`src/rtl/ipcsum_pkg.sv`:
```
// Shared constants, types and helper function of the IPv4 TCP/UDP checksum stream.
`timescale 1ns / 1ps
`default_nettype none

package ipcsum_pkg;

   localparam int DEF_MAX_FRAME_BYTES = 16384;

   // Frame offsets of the IPv4 header fields.
   localparam int IP_START     = 14;
   localparam int OFS_TLEN_HI  = 16;
   localparam int OFS_TLEN_LO  = 17;
   localparam int OFS_PROTO    = 23;
   localparam int OFS_IPCK_HI  = 24;
   localparam int OFS_IPCK_LO  = 25;
   localparam int OFS_ADDR_LO  = 26;
   localparam int OFS_ADDR_END = 34;

   // Offsets inside the transport header.
   localparam int UDP_LEN_HI = 4;
   localparam int UDP_LEN_LO = 5;
   localparam int UDP_CK_HI  = 6;
   localparam int UDP_CK_LO  = 7;
   localparam int TCP_CK_HI  = 16;
   localparam int TCP_CK_LO  = 17;
   localparam int UDP_MIN    = 8;
   localparam int MIN_IHL    = 5;

   localparam logic [7:0] PROTO_TCP = 8'd6;
   localparam logic [7:0] PROTO_UDP = 8'd17;

   localparam logic [1:0] KIND_OTHER = 2'd0;
   localparam logic [1:0] KIND_TCP   = 2'd1;
   localparam logic [1:0] KIND_UDP   = 2'd2;

   // Width that holds a frame offset plus a transport start plus a UDP length.
   localparam int CMP_W = 18;

   typedef struct packed {
      logic [1:0]  kind;
      logic [15:0] ip_sum;
      logic [15:0] l4_sum;
      logic [15:0] l4_len;
      logic        len_short;
   } fin_type;

   // One's complement 16-bit add with end-around carry.
   function automatic logic [15:0] oc_add(input logic [15:0] a, input logic [15:0] b);
      logic [16:0] s;
      s = {1'b0, a} + {1'b0, b};
      return s[15:0] + {15'b0, s[16]};
   endfunction

endpackage

`default_nettype wire

```
`src/rtl/ipcsum_accum.sv`:
```
// Per-byte header parser and running one's complement sums for one frame.
`timescale 1ns / 1ps
`default_nettype none

module ipcsum_accum #(
   parameter int MAX_FRAME_BYTES = ipcsum_pkg::DEF_MAX_FRAME_BYTES
) (
   input  wire logic                clock,
   input  wire logic                reset,
   input  wire logic                step,
   input  wire logic [7:0]          frame_byte,
   input  wire logic                last_byte,
   output ipcsum_pkg::fin_type      fin_rec
);

   localparam int OFF_W = $clog2(MAX_FRAME_BYTES + 1);
   localparam int CMP_W = ipcsum_pkg::CMP_W;

   logic [OFF_W-1:0] off_ff, off_in, off_upd;
   logic [3:0]       hw_ff, hw_in, hw_n, hw_upd;
   logic [7:0]       pr_ff, pr_in, pr_n, pr_upd;
   logic [15:0]      tl_ff, tl_in, tl_n, tl_upd;
   logic [15:0]      ul_ff, ul_in, ul_n, ul_upd;
   logic [15:0]      ips_ff, ips_in, ips_n, ips_upd;
   logic [15:0]      l4s_ff, l4s_in, l4s_n, l4s_upd;

   logic             taking;
   logic [5:0]       hl, hl_upd;
   logic [6:0]       l4_start, l4_start_upd;
   logic [15:0]      word;
   logic             ip_add, addr_add, in_l4, in_span, zero_fld, l4_add;
   logic [1:0]       kind_n, kind_upd, kind_fin;
   logic [OFF_W-1:0] rel;
   logic [15:0]      limit_n, limit_upd;

   function automatic logic [1:0] kind_of(input logic [3:0] hw, input logic [7:0] pr);
      logic [1:0] k;
      if (hw < 4'(ipcsum_pkg::MIN_IHL)) begin
         k = ipcsum_pkg::KIND_OTHER;
      end else if (pr == ipcsum_pkg::PROTO_TCP) begin
         k = ipcsum_pkg::KIND_TCP;
      end else if (pr == ipcsum_pkg::PROTO_UDP) begin
         k = ipcsum_pkg::KIND_UDP;
      end else begin
         k = ipcsum_pkg::KIND_OTHER;
      end
      return k;
   endfunction

   always_comb begin
      taking = off_ff < OFF_W'(MAX_FRAME_BYTES);

      hw_n = (off_ff == OFF_W'(ipcsum_pkg::IP_START)) ? frame_byte[3:0] : hw_ff;
      tl_n = tl_ff;
      if (off_ff == OFF_W'(ipcsum_pkg::OFS_TLEN_HI)) begin
         tl_n = {frame_byte, tl_ff[7:0]};
      end
      if (off_ff == OFF_W'(ipcsum_pkg::OFS_TLEN_LO)) begin
         tl_n = {tl_ff[15:8], frame_byte};
      end
      pr_n = (off_ff == OFF_W'(ipcsum_pkg::OFS_PROTO)) ? frame_byte : pr_ff;

      hl       = {hw_n, 2'b00};
      l4_start = 7'(ipcsum_pkg::IP_START) + {1'b0, hl};
      word     = off_ff[0] ? {8'h00, frame_byte} : {frame_byte, 8'h00};

      ip_add = (off_ff >= OFF_W'(ipcsum_pkg::IP_START)) && (off_ff < OFF_W'(l4_start)) &&
               (off_ff != OFF_W'(ipcsum_pkg::OFS_IPCK_HI)) &&
               (off_ff != OFF_W'(ipcsum_pkg::OFS_IPCK_LO));
      addr_add = (off_ff >= OFF_W'(ipcsum_pkg::OFS_ADDR_LO)) &&
                 (off_ff < OFF_W'(ipcsum_pkg::OFS_ADDR_END));

      kind_n = kind_of(hw_n, pr_n);
      in_l4  = (kind_n != ipcsum_pkg::KIND_OTHER) && (off_ff >= OFF_W'(l4_start));
      rel    = off_ff - OFF_W'(l4_start);

      ul_n = ul_ff;
      if (in_l4 && rel == OFF_W'(ipcsum_pkg::UDP_LEN_HI)) begin
         ul_n = {frame_byte, ul_ff[7:0]};
      end
      if (in_l4 && rel == OFF_W'(ipcsum_pkg::UDP_LEN_LO)) begin
         ul_n = {ul_ff[15:8], frame_byte};
      end
      limit_n = (ul_n < 16'(ipcsum_pkg::UDP_MIN)) ? 16'(ipcsum_pkg::UDP_MIN) : ul_n;

      if (kind_n == ipcsum_pkg::KIND_TCP) begin
         zero_fld = (rel == OFF_W'(ipcsum_pkg::TCP_CK_HI)) ||
                    (rel == OFF_W'(ipcsum_pkg::TCP_CK_LO));
         in_span  = 1'b1;
      end else begin
         zero_fld = (rel == OFF_W'(ipcsum_pkg::UDP_CK_HI)) ||
                    (rel == OFF_W'(ipcsum_pkg::UDP_CK_LO));
         in_span  = CMP_W'(rel) < CMP_W'(limit_n);
      end
      l4_add = addr_add || (in_l4 && in_span && !zero_fld);

      ips_n = ip_add ? ipcsum_pkg::oc_add(ips_ff, word) : ips_ff;
      l4s_n = l4_add ? ipcsum_pkg::oc_add(l4s_ff, word) : l4s_ff;

      off_upd = taking ? OFF_W'(off_ff + 1'b1) : off_ff;
      hw_upd  = taking ? hw_n  : hw_ff;
      pr_upd  = taking ? pr_n  : pr_ff;
      tl_upd  = taking ? tl_n  : tl_ff;
      ul_upd  = taking ? ul_n  : ul_ff;
      ips_upd = taking ? ips_n : ips_ff;
      l4s_upd = taking ? l4s_n : l4s_ff;

      hl_upd       = {hw_upd, 2'b00};
      l4_start_upd = 7'(ipcsum_pkg::IP_START) + {1'b0, hl_upd};
      limit_upd    = (ul_upd < 16'(ipcsum_pkg::UDP_MIN)) ? 16'(ipcsum_pkg::UDP_MIN) : ul_upd;
      kind_upd     = kind_of(hw_upd, pr_upd);
      kind_fin     = (CMP_W'(off_upd) < CMP_W'(l4_start_upd)) ? ipcsum_pkg::KIND_OTHER
                                                                : kind_upd;

      fin_rec.kind      = kind_fin;
      fin_rec.ip_sum    = ips_upd;
      fin_rec.l4_sum    = l4s_upd;
      fin_rec.l4_len    = (kind_fin == ipcsum_pkg::KIND_TCP) ? tl_upd - {10'b0, hl_upd}
                                                             : ul_upd;
      fin_rec.len_short = (kind_fin == ipcsum_pkg::KIND_UDP) &&
                          (CMP_W'(off_upd) < CMP_W'(l4_start_upd) + CMP_W'(limit_upd));

      off_in = off_ff;
      hw_in  = hw_ff;
      pr_in  = pr_ff;
      tl_in  = tl_ff;
      ul_in  = ul_ff;
      ips_in = ips_ff;
      l4s_in = l4s_ff;
      if (step) begin
         if (last_byte) begin
            off_in = '0;
            hw_in  = '0;
            pr_in  = '0;
            tl_in  = '0;
            ul_in  = '0;
            ips_in = '0;
            l4s_in = '0;
         end else begin
            off_in = off_upd;
            hw_in  = hw_upd;
            pr_in  = pr_upd;
            tl_in  = tl_upd;
            ul_in  = ul_upd;
            ips_in = ips_upd;
            l4s_in = l4s_upd;
         end
      end
   end

   always_ff @(posedge clock) begin
      if (reset) begin
         off_ff <= '0;
         hw_ff  <= '0;
         pr_ff  <= '0;
         tl_ff  <= '0;
         ul_ff  <= '0;
         ips_ff <= '0;
         l4s_ff <= '0;
      end else begin
         off_ff <= off_in;
         hw_ff  <= hw_in;
         pr_ff  <= pr_in;
         tl_ff  <= tl_in;
         ul_ff  <= ul_in;
         ips_ff <= ips_in;
         l4s_ff <= l4s_in;
      end
   end

endmodule

`default_nettype wire

```
`src/rtl/ipcsum_final.sv`:
```
// Frame-end register, pseudo header completion and result output register.
`timescale 1ns / 1ps
`default_nettype none

module ipcsum_final (
   input  wire logic                clock,
   input  wire logic                reset,
   input  wire logic                fin_load,
   input  wire ipcsum_pkg::fin_type fin_rec,
   output logic                     fin_free,
   output logic                     rsp_tvalid,
   input  wire logic                rsp_tready,
   output logic [39:0]              rsp_tdata,
   output logic [1:0]               rsp_tuser
);

   logic                fin_valid_ff, fin_valid_in;
   ipcsum_pkg::fin_type fin_ff, fin_in;
   logic                out_valid_ff, out_valid_in;
   logic [1:0]          kind_ff, kind_in;
   logic [15:0]         ipc_ff, ipc_in;
   logic [15:0]         l4c_ff, l4c_in;
   logic                short_ff, short_in;

   logic                out_free;
   logic [15:0]         s1, s2;
   logic [7:0]          proto;

   always_comb begin
      out_free = !out_valid_ff || rsp_tready;
      fin_free = !fin_valid_ff || out_free;

      proto = (fin_ff.kind == ipcsum_pkg::KIND_TCP) ? ipcsum_pkg::PROTO_TCP
                                                     : ipcsum_pkg::PROTO_UDP;
      s1 = ipcsum_pkg::oc_add(fin_ff.l4_sum, {8'h00, proto});
      s2 = ipcsum_pkg::oc_add(s1, fin_ff.l4_len);

      fin_in       = fin_load ? fin_rec : fin_ff;
      fin_valid_in = fin_load ? 1'b1 : (fin_valid_ff && !out_free);

      out_valid_in = out_free ? fin_valid_ff : out_valid_ff;
      kind_in      = kind_ff;
      ipc_in       = ipc_ff;
      l4c_in       = l4c_ff;
      short_in     = short_ff;
      if (out_free && fin_valid_ff) begin
         kind_in  = fin_ff.kind;
         ipc_in   = ~fin_ff.ip_sum;
         l4c_in   = (fin_ff.kind == ipcsum_pkg::KIND_OTHER) ? 16'h0000 : ~s2;
         short_in = fin_ff.len_short;
      end
   end

   always_ff @(posedge clock) begin
      if (reset) begin
         fin_valid_ff <= 1'b0;
         out_valid_ff <= 1'b0;
      end else begin
         fin_valid_ff <= fin_valid_in;
         out_valid_ff <= out_valid_in;
      end
   end

   always_ff @(posedge clock) begin
      fin_ff   <= fin_in;
      kind_ff  <= kind_in;
      ipc_ff   <= ipc_in;
      l4c_ff   <= l4c_in;
      short_ff <= short_in;
   end

   assign rsp_tvalid = out_valid_ff;
   assign rsp_tdata  = {7'b0, short_ff, l4c_ff, ipc_ff};
   assign rsp_tuser  = kind_ff;

endmodule

`default_nettype wire

```
`src/rtl/ipv4_tcp_udp_checksum_stream.sv`:
```
// Top level of the IPv4 header and TCP/UDP checksum engine for a byte stream.
//
//   Group   Direction  Word                               Per
//   req_*   in         tdata[7:0] frame byte, tlast end   one frame byte
//   rsp_*   out        tdata ip/l4 checksums, short flag  one result per frame
//                      tuser packet kind
//
// A byte passes the input register, and its frame's sums then pass the frame-end register
// and the output register before the result is shown on rsp_*.
// One byte is taken every cycle; the input stalls only when a frame end meets
// both the frame-end register and an output word that is not taken yet.
// Reset is synchronous and returns all parsing state and running sums to zero.
`timescale 1ns / 1ps
`default_nettype none

module ipv4_tcp_udp_checksum_stream #(
   parameter int MAX_FRAME_BYTES = ipcsum_pkg::DEF_MAX_FRAME_BYTES
) (
   input  wire logic        clock,
   input  wire logic        reset,
   input  wire logic        req_tvalid,
   output logic             req_tready,
   input  wire logic [7:0]  req_tdata,   // [7:0] frame_byte
   input  wire logic        req_tlast,
   output logic             rsp_tvalid,
   input  wire logic        rsp_tready,
   output logic [39:0]      rsp_tdata,   // [15:0] ip_checksum, [31:16] l4_checksum,
                                         // [32] length_short, [39:33] zero
   output logic [1:0]       rsp_tuser    // [1:0] packet_kind
);

   logic                in_valid_ff, in_valid_in;
   logic [7:0]          in_byte_ff, in_byte_in;
   logic                in_last_ff, in_last_in;
   logic                in_free, in_step, fin_free;
   ipcsum_pkg::fin_type fin_rec;

   always_comb begin
      in_free     = !in_valid_ff || !in_last_ff || fin_free;
      in_step     = in_valid_ff && in_free;
      req_tready  = in_free;
      in_valid_in = in_free ? req_tvalid : in_valid_ff;
      in_byte_in  = (in_free && req_tvalid) ? req_tdata : in_byte_ff;
      in_last_in  = (in_free && req_tvalid) ? req_tlast : in_last_ff;
   end

   always_ff @(posedge clock) begin
      if (reset) begin
         in_valid_ff <= 1'b0;
      end else begin
         in_valid_ff <= in_valid_in;
      end
   end

   always_ff @(posedge clock) begin
      in_byte_ff <= in_byte_in;
      in_last_ff <= in_last_in;
   end

   ipcsum_accum #(
      .MAX_FRAME_BYTES(MAX_FRAME_BYTES)
   ) u_accum (
      .clock      (clock),
      .reset      (reset),
      .step       (in_step),
      .frame_byte (in_byte_ff),
      .last_byte  (in_last_ff),
      .fin_rec    (fin_rec)
   );

   ipcsum_final u_final (
      .clock      (clock),
      .reset      (reset),
      .fin_load   (in_step && in_last_ff),
      .fin_rec    (fin_rec),
      .fin_free   (fin_free),
      .rsp_tvalid (rsp_tvalid),
      .rsp_tready (rsp_tready),
      .rsp_tdata  (rsp_tdata),
      .rsp_tuser  (rsp_tuser)
   );

endmodule

`default_nettype wire
```
`config.mk`:
```
export PLATFORM = sky130hd
export DESIGN_NAME = ipv4_tcp_udp_checksum_stream
export DESIGN_NICKNAME = d
export VERILOG_FILES = /design/src/rtl/ipcsum_pkg.sv /design/src/rtl/ipcsum_accum.sv /design/src/rtl/ipcsum_final.sv /design/src/rtl/ipv4_tcp_udp_checksum_stream.sv
export SDC_FILE = /design/constraint.sdc
export NUM_CORES = 1
export LEC_CHECK = 0
export ABC_AREA = 1
export BUFFER_PORTS_ARGS = -buffer_cell sky130_fd_sc_hd__buf_2
export CAP_MARGIN = 20
export CORE_ASPECT_RATIO = 1.2
export CORE_MARGIN = 1
export CORE_UTILIZATION = 60
export DETAILED_ROUTE_END_ITERATION = 12
export GPL_ROUTABILITY_DRIVEN = 0
export PLACE_DENSITY_LB_ADDON = 0.05
export SLEW_MARGIN = 20
export SYNTH_ARGS = -nofsm -noshare
export SYNTH_HDL_FRONTEND = slang
export SYNTH_SLANG_ARGS = --single-unit
```
`constraint.sdc`:
```
create_clock -name clock -period 11.9 [get_ports clock]
set_clock_uncertainty 0.1 [all_clocks]
set_input_delay 2.38 -clock clock [delete_from_list [all_inputs] [get_ports clock]]
set_output_delay 2.38 -clock clock [all_outputs]
set_load 0.1 [all_outputs]
```
==> impl_results.html <==
<table>
<tr><th>Metric</th><th>Value</th></tr>
<tr><th colspan="2">Run status</th></tr>
<tr><td>Result of the run</td><td>completed</td></tr>
<tr><th colspan="2">Placement</th></tr>
<tr><td>IO Port Bufs</td><td>between 40 and 50</td></tr>
<tr><td>Detail Placement HPWL</td><td>27.21 mm</td></tr>
<tr><th colspan="2">Yosys</th></tr>
<tr><td>Simple-gate portion of the synthesized area</td><td>27.55%</td></tr>
<tr><td>Summed instance area of the synthesized netlist</td><td>0.01434 sq mm</td></tr>
<tr><td>Largest area contributor in the synthesized netlist</td><td>edfxtp_1</td></tr>
<tr><td>Portion of netlist area occupied by mux cells</td><td>less than 1%</td></tr>
<tr><td>Largest family of logic cells by synthesized area</td><td>simple AND/OR/NAND/NOR gates</td></tr>
<tr><td>Fraction of the mapped netlist area in adder cells</td><td>10.92%</td></tr>
<tr><td>Synth Area in Compound Gates</td><td>11.10%</td></tr>
<tr><td>Dominant cells by area after synthesis</td><td>edfxtp_1 20%, nand2_1 13%, dfxtp_1 13%, ha_1 9.9%, inv_1 7.8%</td></tr>
<tr><td>Distinct cell type count after synthesis</td><td>53</td></tr>
<tr><td>#FFs+latches synth</td><td>189</td></tr>
<tr><td>Post-synth EDFFs</td><td>between 90 and 100</td></tr>
<tr><td>Asr flop ratio synth</td><td>0%</td></tr>
<tr><td>Post-Syn Instances</td><td>1978</td></tr>
<tr><td>Per-instance average area after synthesis</td><td>about 7.2 sq um</td></tr>
<tr><td>Yosys warns</td><td>0</td></tr>
<tr><td>Top flip-flop cell by instance count after synthesis</td><td>edfxtp_1</td></tr>
<tr><td>Post-synth top area share</td><td>19.89%</td></tr>
<tr><td>XOR/XNOR share of the synthesized area</td><td>between 6 and 7%</td></tr>
<tr><td>Seq/Total Area, Yosys</td><td>between 30% and 40%</td></tr>
<tr><th colspan="2">GRT</th></tr>
<tr><td>Residual overflow from global routing</td><td>0</td></tr>
<tr><td>Total routing resource utilization after global routing</td><td>a little under a third</td></tr>
<tr><td>First-pass GRT wire length</td><td>58.21 mm</td></tr>
<tr><td>Largest net degree at the start of global routing</td><td>93</td></tr>
<tr><td>Number of antenna violations at the first check in global routing</td><td>0</td></tr>
<tr><td>Number of global-route vias before repair</td><td>11890</td></tr>
<tr><th colspan="2">Power</th></tr>
<tr><td>Design internal power</td><td>a little over 1 mW</td></tr>
<tr><td>Peak ir drop on the vdd network</td><td>0.08306 mV</td></tr>
<tr><td>Leakage</td><td>between 7 and 8 nW</td></tr>
<tr><td>Relative contribution of the clock network to total power</td><td>between 40 and 50%</td></tr>
<tr><td>Power spent charging and discharging nets</td><td>between 0.3 and 0.4 mW</td></tr>
<tr><td>Proportion of total power due to net switching</td><td>24.78%</td></tr>
<tr><td>Part of the total power dissipated in sequential elements</td><td>about half</td></tr>
<tr><td>Power density normalized to cell area</td><td>88.46 mW/mm^2</td></tr>
<tr><td>Share of power burned in combinational logic</td><td>6.5%</td></tr>
<tr><th colspan="2">STA</th></tr>
<tr><td>Share of the clock period used by the worst path</td><td>70.99%</td></tr>
<tr><td>Final setup viols</td><td>0</td></tr>
<tr><td>Relative slew slack</td><td>28.34%</td></tr>
<tr><td>Final Max Tran Viols</td><td>0</td></tr>
<tr><td>Max Fclk</td><td>118.4 MHz</td></tr>
<tr><td>Worst slew pin tran</td><td>1.075 ns</td></tr>
<tr><td>Number of failing hold endpoints at the final stage</td><td>0</td></tr>
<tr><td>Post-route setup TNS</td><td>0 ns</td></tr>
<tr><td>Setup repair after global routing missed its margin</td><td>no</td></tr>
<tr><td>Final min period</td><td>8.447 ns</td></tr>
<tr><th colspan="2">Final layout</th></tr>
<tr><td>Most common cell after layout, fill and taps aside</td><td>nand2_1</td></tr>
<tr><td>Number of nets in the final layout</td><td>2131</td></tr>
<tr><td>Area overhead of the layout relative to synthesis</td><td>6.954%</td></tr>
<tr><td>Antenna Cells</td><td>0</td></tr>
<tr><td>Share of the core filled with cells</td><td>65.89%</td></tr>
<tr><td>Area occupied by multi-input gates</td><td>0.008187 sq mm</td></tr>
<tr><td>Number of filler instances in the final layout</td><td>2124</td></tr>
<tr><td>Share of layout cells above drive strength 1</td><td>around 8.2%</td></tr>
<tr><td>Most frequent cells in the layout</td><td>501 x nand2_1, 296 x inv_1, 173 x a21oi_1</td></tr>
<tr><td>Area taken by flip-flops and latches</td><td>0.004735 sq mm</td></tr>
<tr><th colspan="2">Clocking</th></tr>
<tr><td>Root Driver</td><td>clkbuf_16</td></tr>
<tr><td>Number of clock sinks</td><td>189</td></tr>
<tr><td>Clock latency on the worst-skew pair</td><td>roughly 0.45 ns</td></tr>
<tr><td>CTS tree</td><td>yes</td></tr>
<tr><td>Number of buffers inserted to repair setup after CTS</td><td>0</td></tr>
<tr><td>Num CTS Buffers</td><td>17</td></tr>
<tr><td>Clock-pin slew on the worst setup and hold paths</td><td>0.07 ns</td></tr>
<tr><td>Clock buffer depth</td><td>2</td></tr>
<tr><td>Hold Buf Count CTS</td><td>0</td></tr>
<tr><td>Maximum level of the CTS H-tree</td><td>4</td></tr>
<tr><td>Number of resized instances in the post-cts repair step</td><td>0</td></tr>
<tr><th colspan="2">Critical path</th></tr>
<tr><td>Slowest stage delay, CP</td><td>about 0.9 ns</td></tr>
<tr><td>Top fanout value on the critical path</td><td>22</td></tr>
<tr><td>Critical Path Start Type</td><td>flop</td></tr>
<tr><td>Setup slack of the worst register-to-register path</td><td>roughly 3.5 ns</td></tr>
<tr><td>Data arrival time of the worst path</td><td>~8.5 ns</td></tr>
<tr><td>Crit. End Element</td><td>flop</td></tr>
<tr><td>Critical Path RT</td><td>12.00 ns</td></tr>
<tr><td>Library cell appearing most often on the critical path</td><td>nand2_1</td></tr>
<tr><td>Kind of critical path</td><td>flop to flop</td></tr>
<tr><td>Slowest stage cell, crit path</td><td>dfxtp_1</td></tr>
<tr><th colspan="2">Routing</th></tr>
<tr><td>Ratio of routed vias to standard cells</td><td>5.425</td></tr>
<tr><td>Average routed wire per standard cell</td><td>15.32 um</td></tr>
<tr><td>Residual antenna-violating net count after detailed routing</td><td>0</td></tr>
<tr><td>First DRT Iteration DRCs</td><td>693</td></tr>
<tr><td>Final routed wirelength across all metal layers</td><td>35.62 mm</td></tr>
<tr><td>Number of remaining DRC errors</td><td>0</td></tr>
<tr><td>Total iterations of the first detailed-routing run</td><td>6</td></tr>
<tr><td>Routed vias</td><td>12610</td></tr>
<tr><th colspan="2">Floorplanning</th></tr>
<tr><td>Die area</td><td>0.02452 sq mm</td></tr>
<tr><td>Total I/O pin count</td><td>57</td></tr>
<tr><td>Floorplan die width</td><td>143.1 um</td></tr>
<tr><td># rows</td><td>61</td></tr>
<tr><td>Standard cell core area</td><td>approximately 0.023 sq mm</td></tr>
<tr><td>Starting utilization of the core area</td><td>61.60%</td></tr>
<tr><td>Height of the chip</td><td>171.4 um</td></tr>
<tr><th colspan="2">Hold path</th></tr>
<tr><td>Hold WC Path Type</td><td>flop to flop</td></tr>
<tr><th colspan="2">Job</th></tr>
<tr><td>Maxcap violations</td><td>0</td></tr>
</table>
worst max-delay path: cells and delay by family, from the launching register on:
kind,cells,cell delay (ns)
xor gates and xnor gates,2,0.40
and+or+nand+nor,27,3.36
AOI/OAI and AO/OA,9,1.89
DFF,1,0.91
adders and majority gates,3,0.82
buffers and inverters,4,0.71
synthesized netlist by cell type, types with 3 or more instances:
master      n
nand2_1   502
nand3_1   100
o21ai_0    69
mux2i_1     8
nand3b_1    4
nand4_1    22
xnor2_1    22
and2_1     14
edfxtp_1   95
nor2_4      6
buf_6       5
fa_1        7
o22ai_1     3
nand2_4     3
nor3_1     22
buf_4      10
nand2_2    16
nand3_4     3
dfxtp_1    94
a21oi_1   173
clkbuf_1   33
o21bai_1   17
xor2_1     87
nor2_1    152
ha_1      114
a21o_1      5
inv_2       7
a211oi_1    7
buf_1       6
or2_2      14
inv_1     297
nor4_1      9
buf_2       6
nor2_2      9
nand3_2    13
nor3_2      3
path summary, 6_finish.rpt:
kind                          start                 to  depth (start not counted)
setup / recovery  u_accum.off_ff[0]  u_final.fin_ff[0]                         45
hold / removal    u_final.fin_ff[0]   u_final.short_ff                          0
setup reg to reg  u_accum.off_ff[0]  u_final.fin_ff[0]                         45
hold reg to reg   u_final.fin_ff[0]   u_final.short_ff                          0
layer usage:
metal,global-route usage (%),part of all wire [%],vias to the layer above
met5,0,0,-
met4,18.23,5.4,0
met3,3.898,3.7,104
li1,-,-,6401
met1,35.17,42,5764
met2,54.42,49,343
registers in the layout, summed over array words and instances, names as in the netlist:
name and cells:
u_accum.pr_ff 8, u_final.fin_ff 51, u_accum.ips_ff 16, u_final.fin_valid_ff 1, in_last_ff 1, u_final.rsp_tuser 2, u_final.l4c_ff 16, u_accum.off_ff 15
u_final.short_ff 1, in_byte_ff 8, u_accum.ul_ff 16, u_final.ipc_ff 16, u_final.rsp_tvalid 1, u_accum.l4s_ff 16, u_accum.tl_ff 16, u_accum.hw_ff 4
in_valid_ff 1
cells by family after synthesis:
family,Yosys count
other cells,1
flops,189
fa+ha+maj,121
simple gates,894
buf+inv,366
compound gates,290
xor+xnor,109
mux,8
power by group through the flow:
stage          Sequential, mW  Combinational [mW]  Clock [mW]
2_1_floorplan           0.718              0.0559           0
3_3_place_gp            0.708              0.0865           0
3_5_place_dp            0.708              0.0871           0
4_1_cts                 0.693              0.0874       0.584
5_1_grt                 0.694              0.0949       0.605
6_report                0.694              0.0877       0.575
layout make-up:
class                   count  area share, %
well taps                 315          2.570
clock buffers              23          3.190
clock inverters             9         0.6445
repair buffers             54          1.844
flip-flops and latches    189          30.87
multi-input cells        1429          53.38
inverters                 306          7.505
through the flow:
stage          hold WS (ns)  worst slack [ns]  instance area, sq um  power, mW  cells
6_report             0.3485             3.453                 15340      1.357   2325
3_3_place_gp         0.3489             3.910                 14750     0.7944   2293
4_1_cts              0.3546             3.757                 15340      1.365   2325
5_1_grt              0.3770             2.934                 15340      1.393   2325
3_5_place_dp         0.3343             3.803                 14750     0.7950   2293
2_1_floorplan        0.3003             4.877                 14360     0.7735   1984
(Power assumes the default switching activity.)
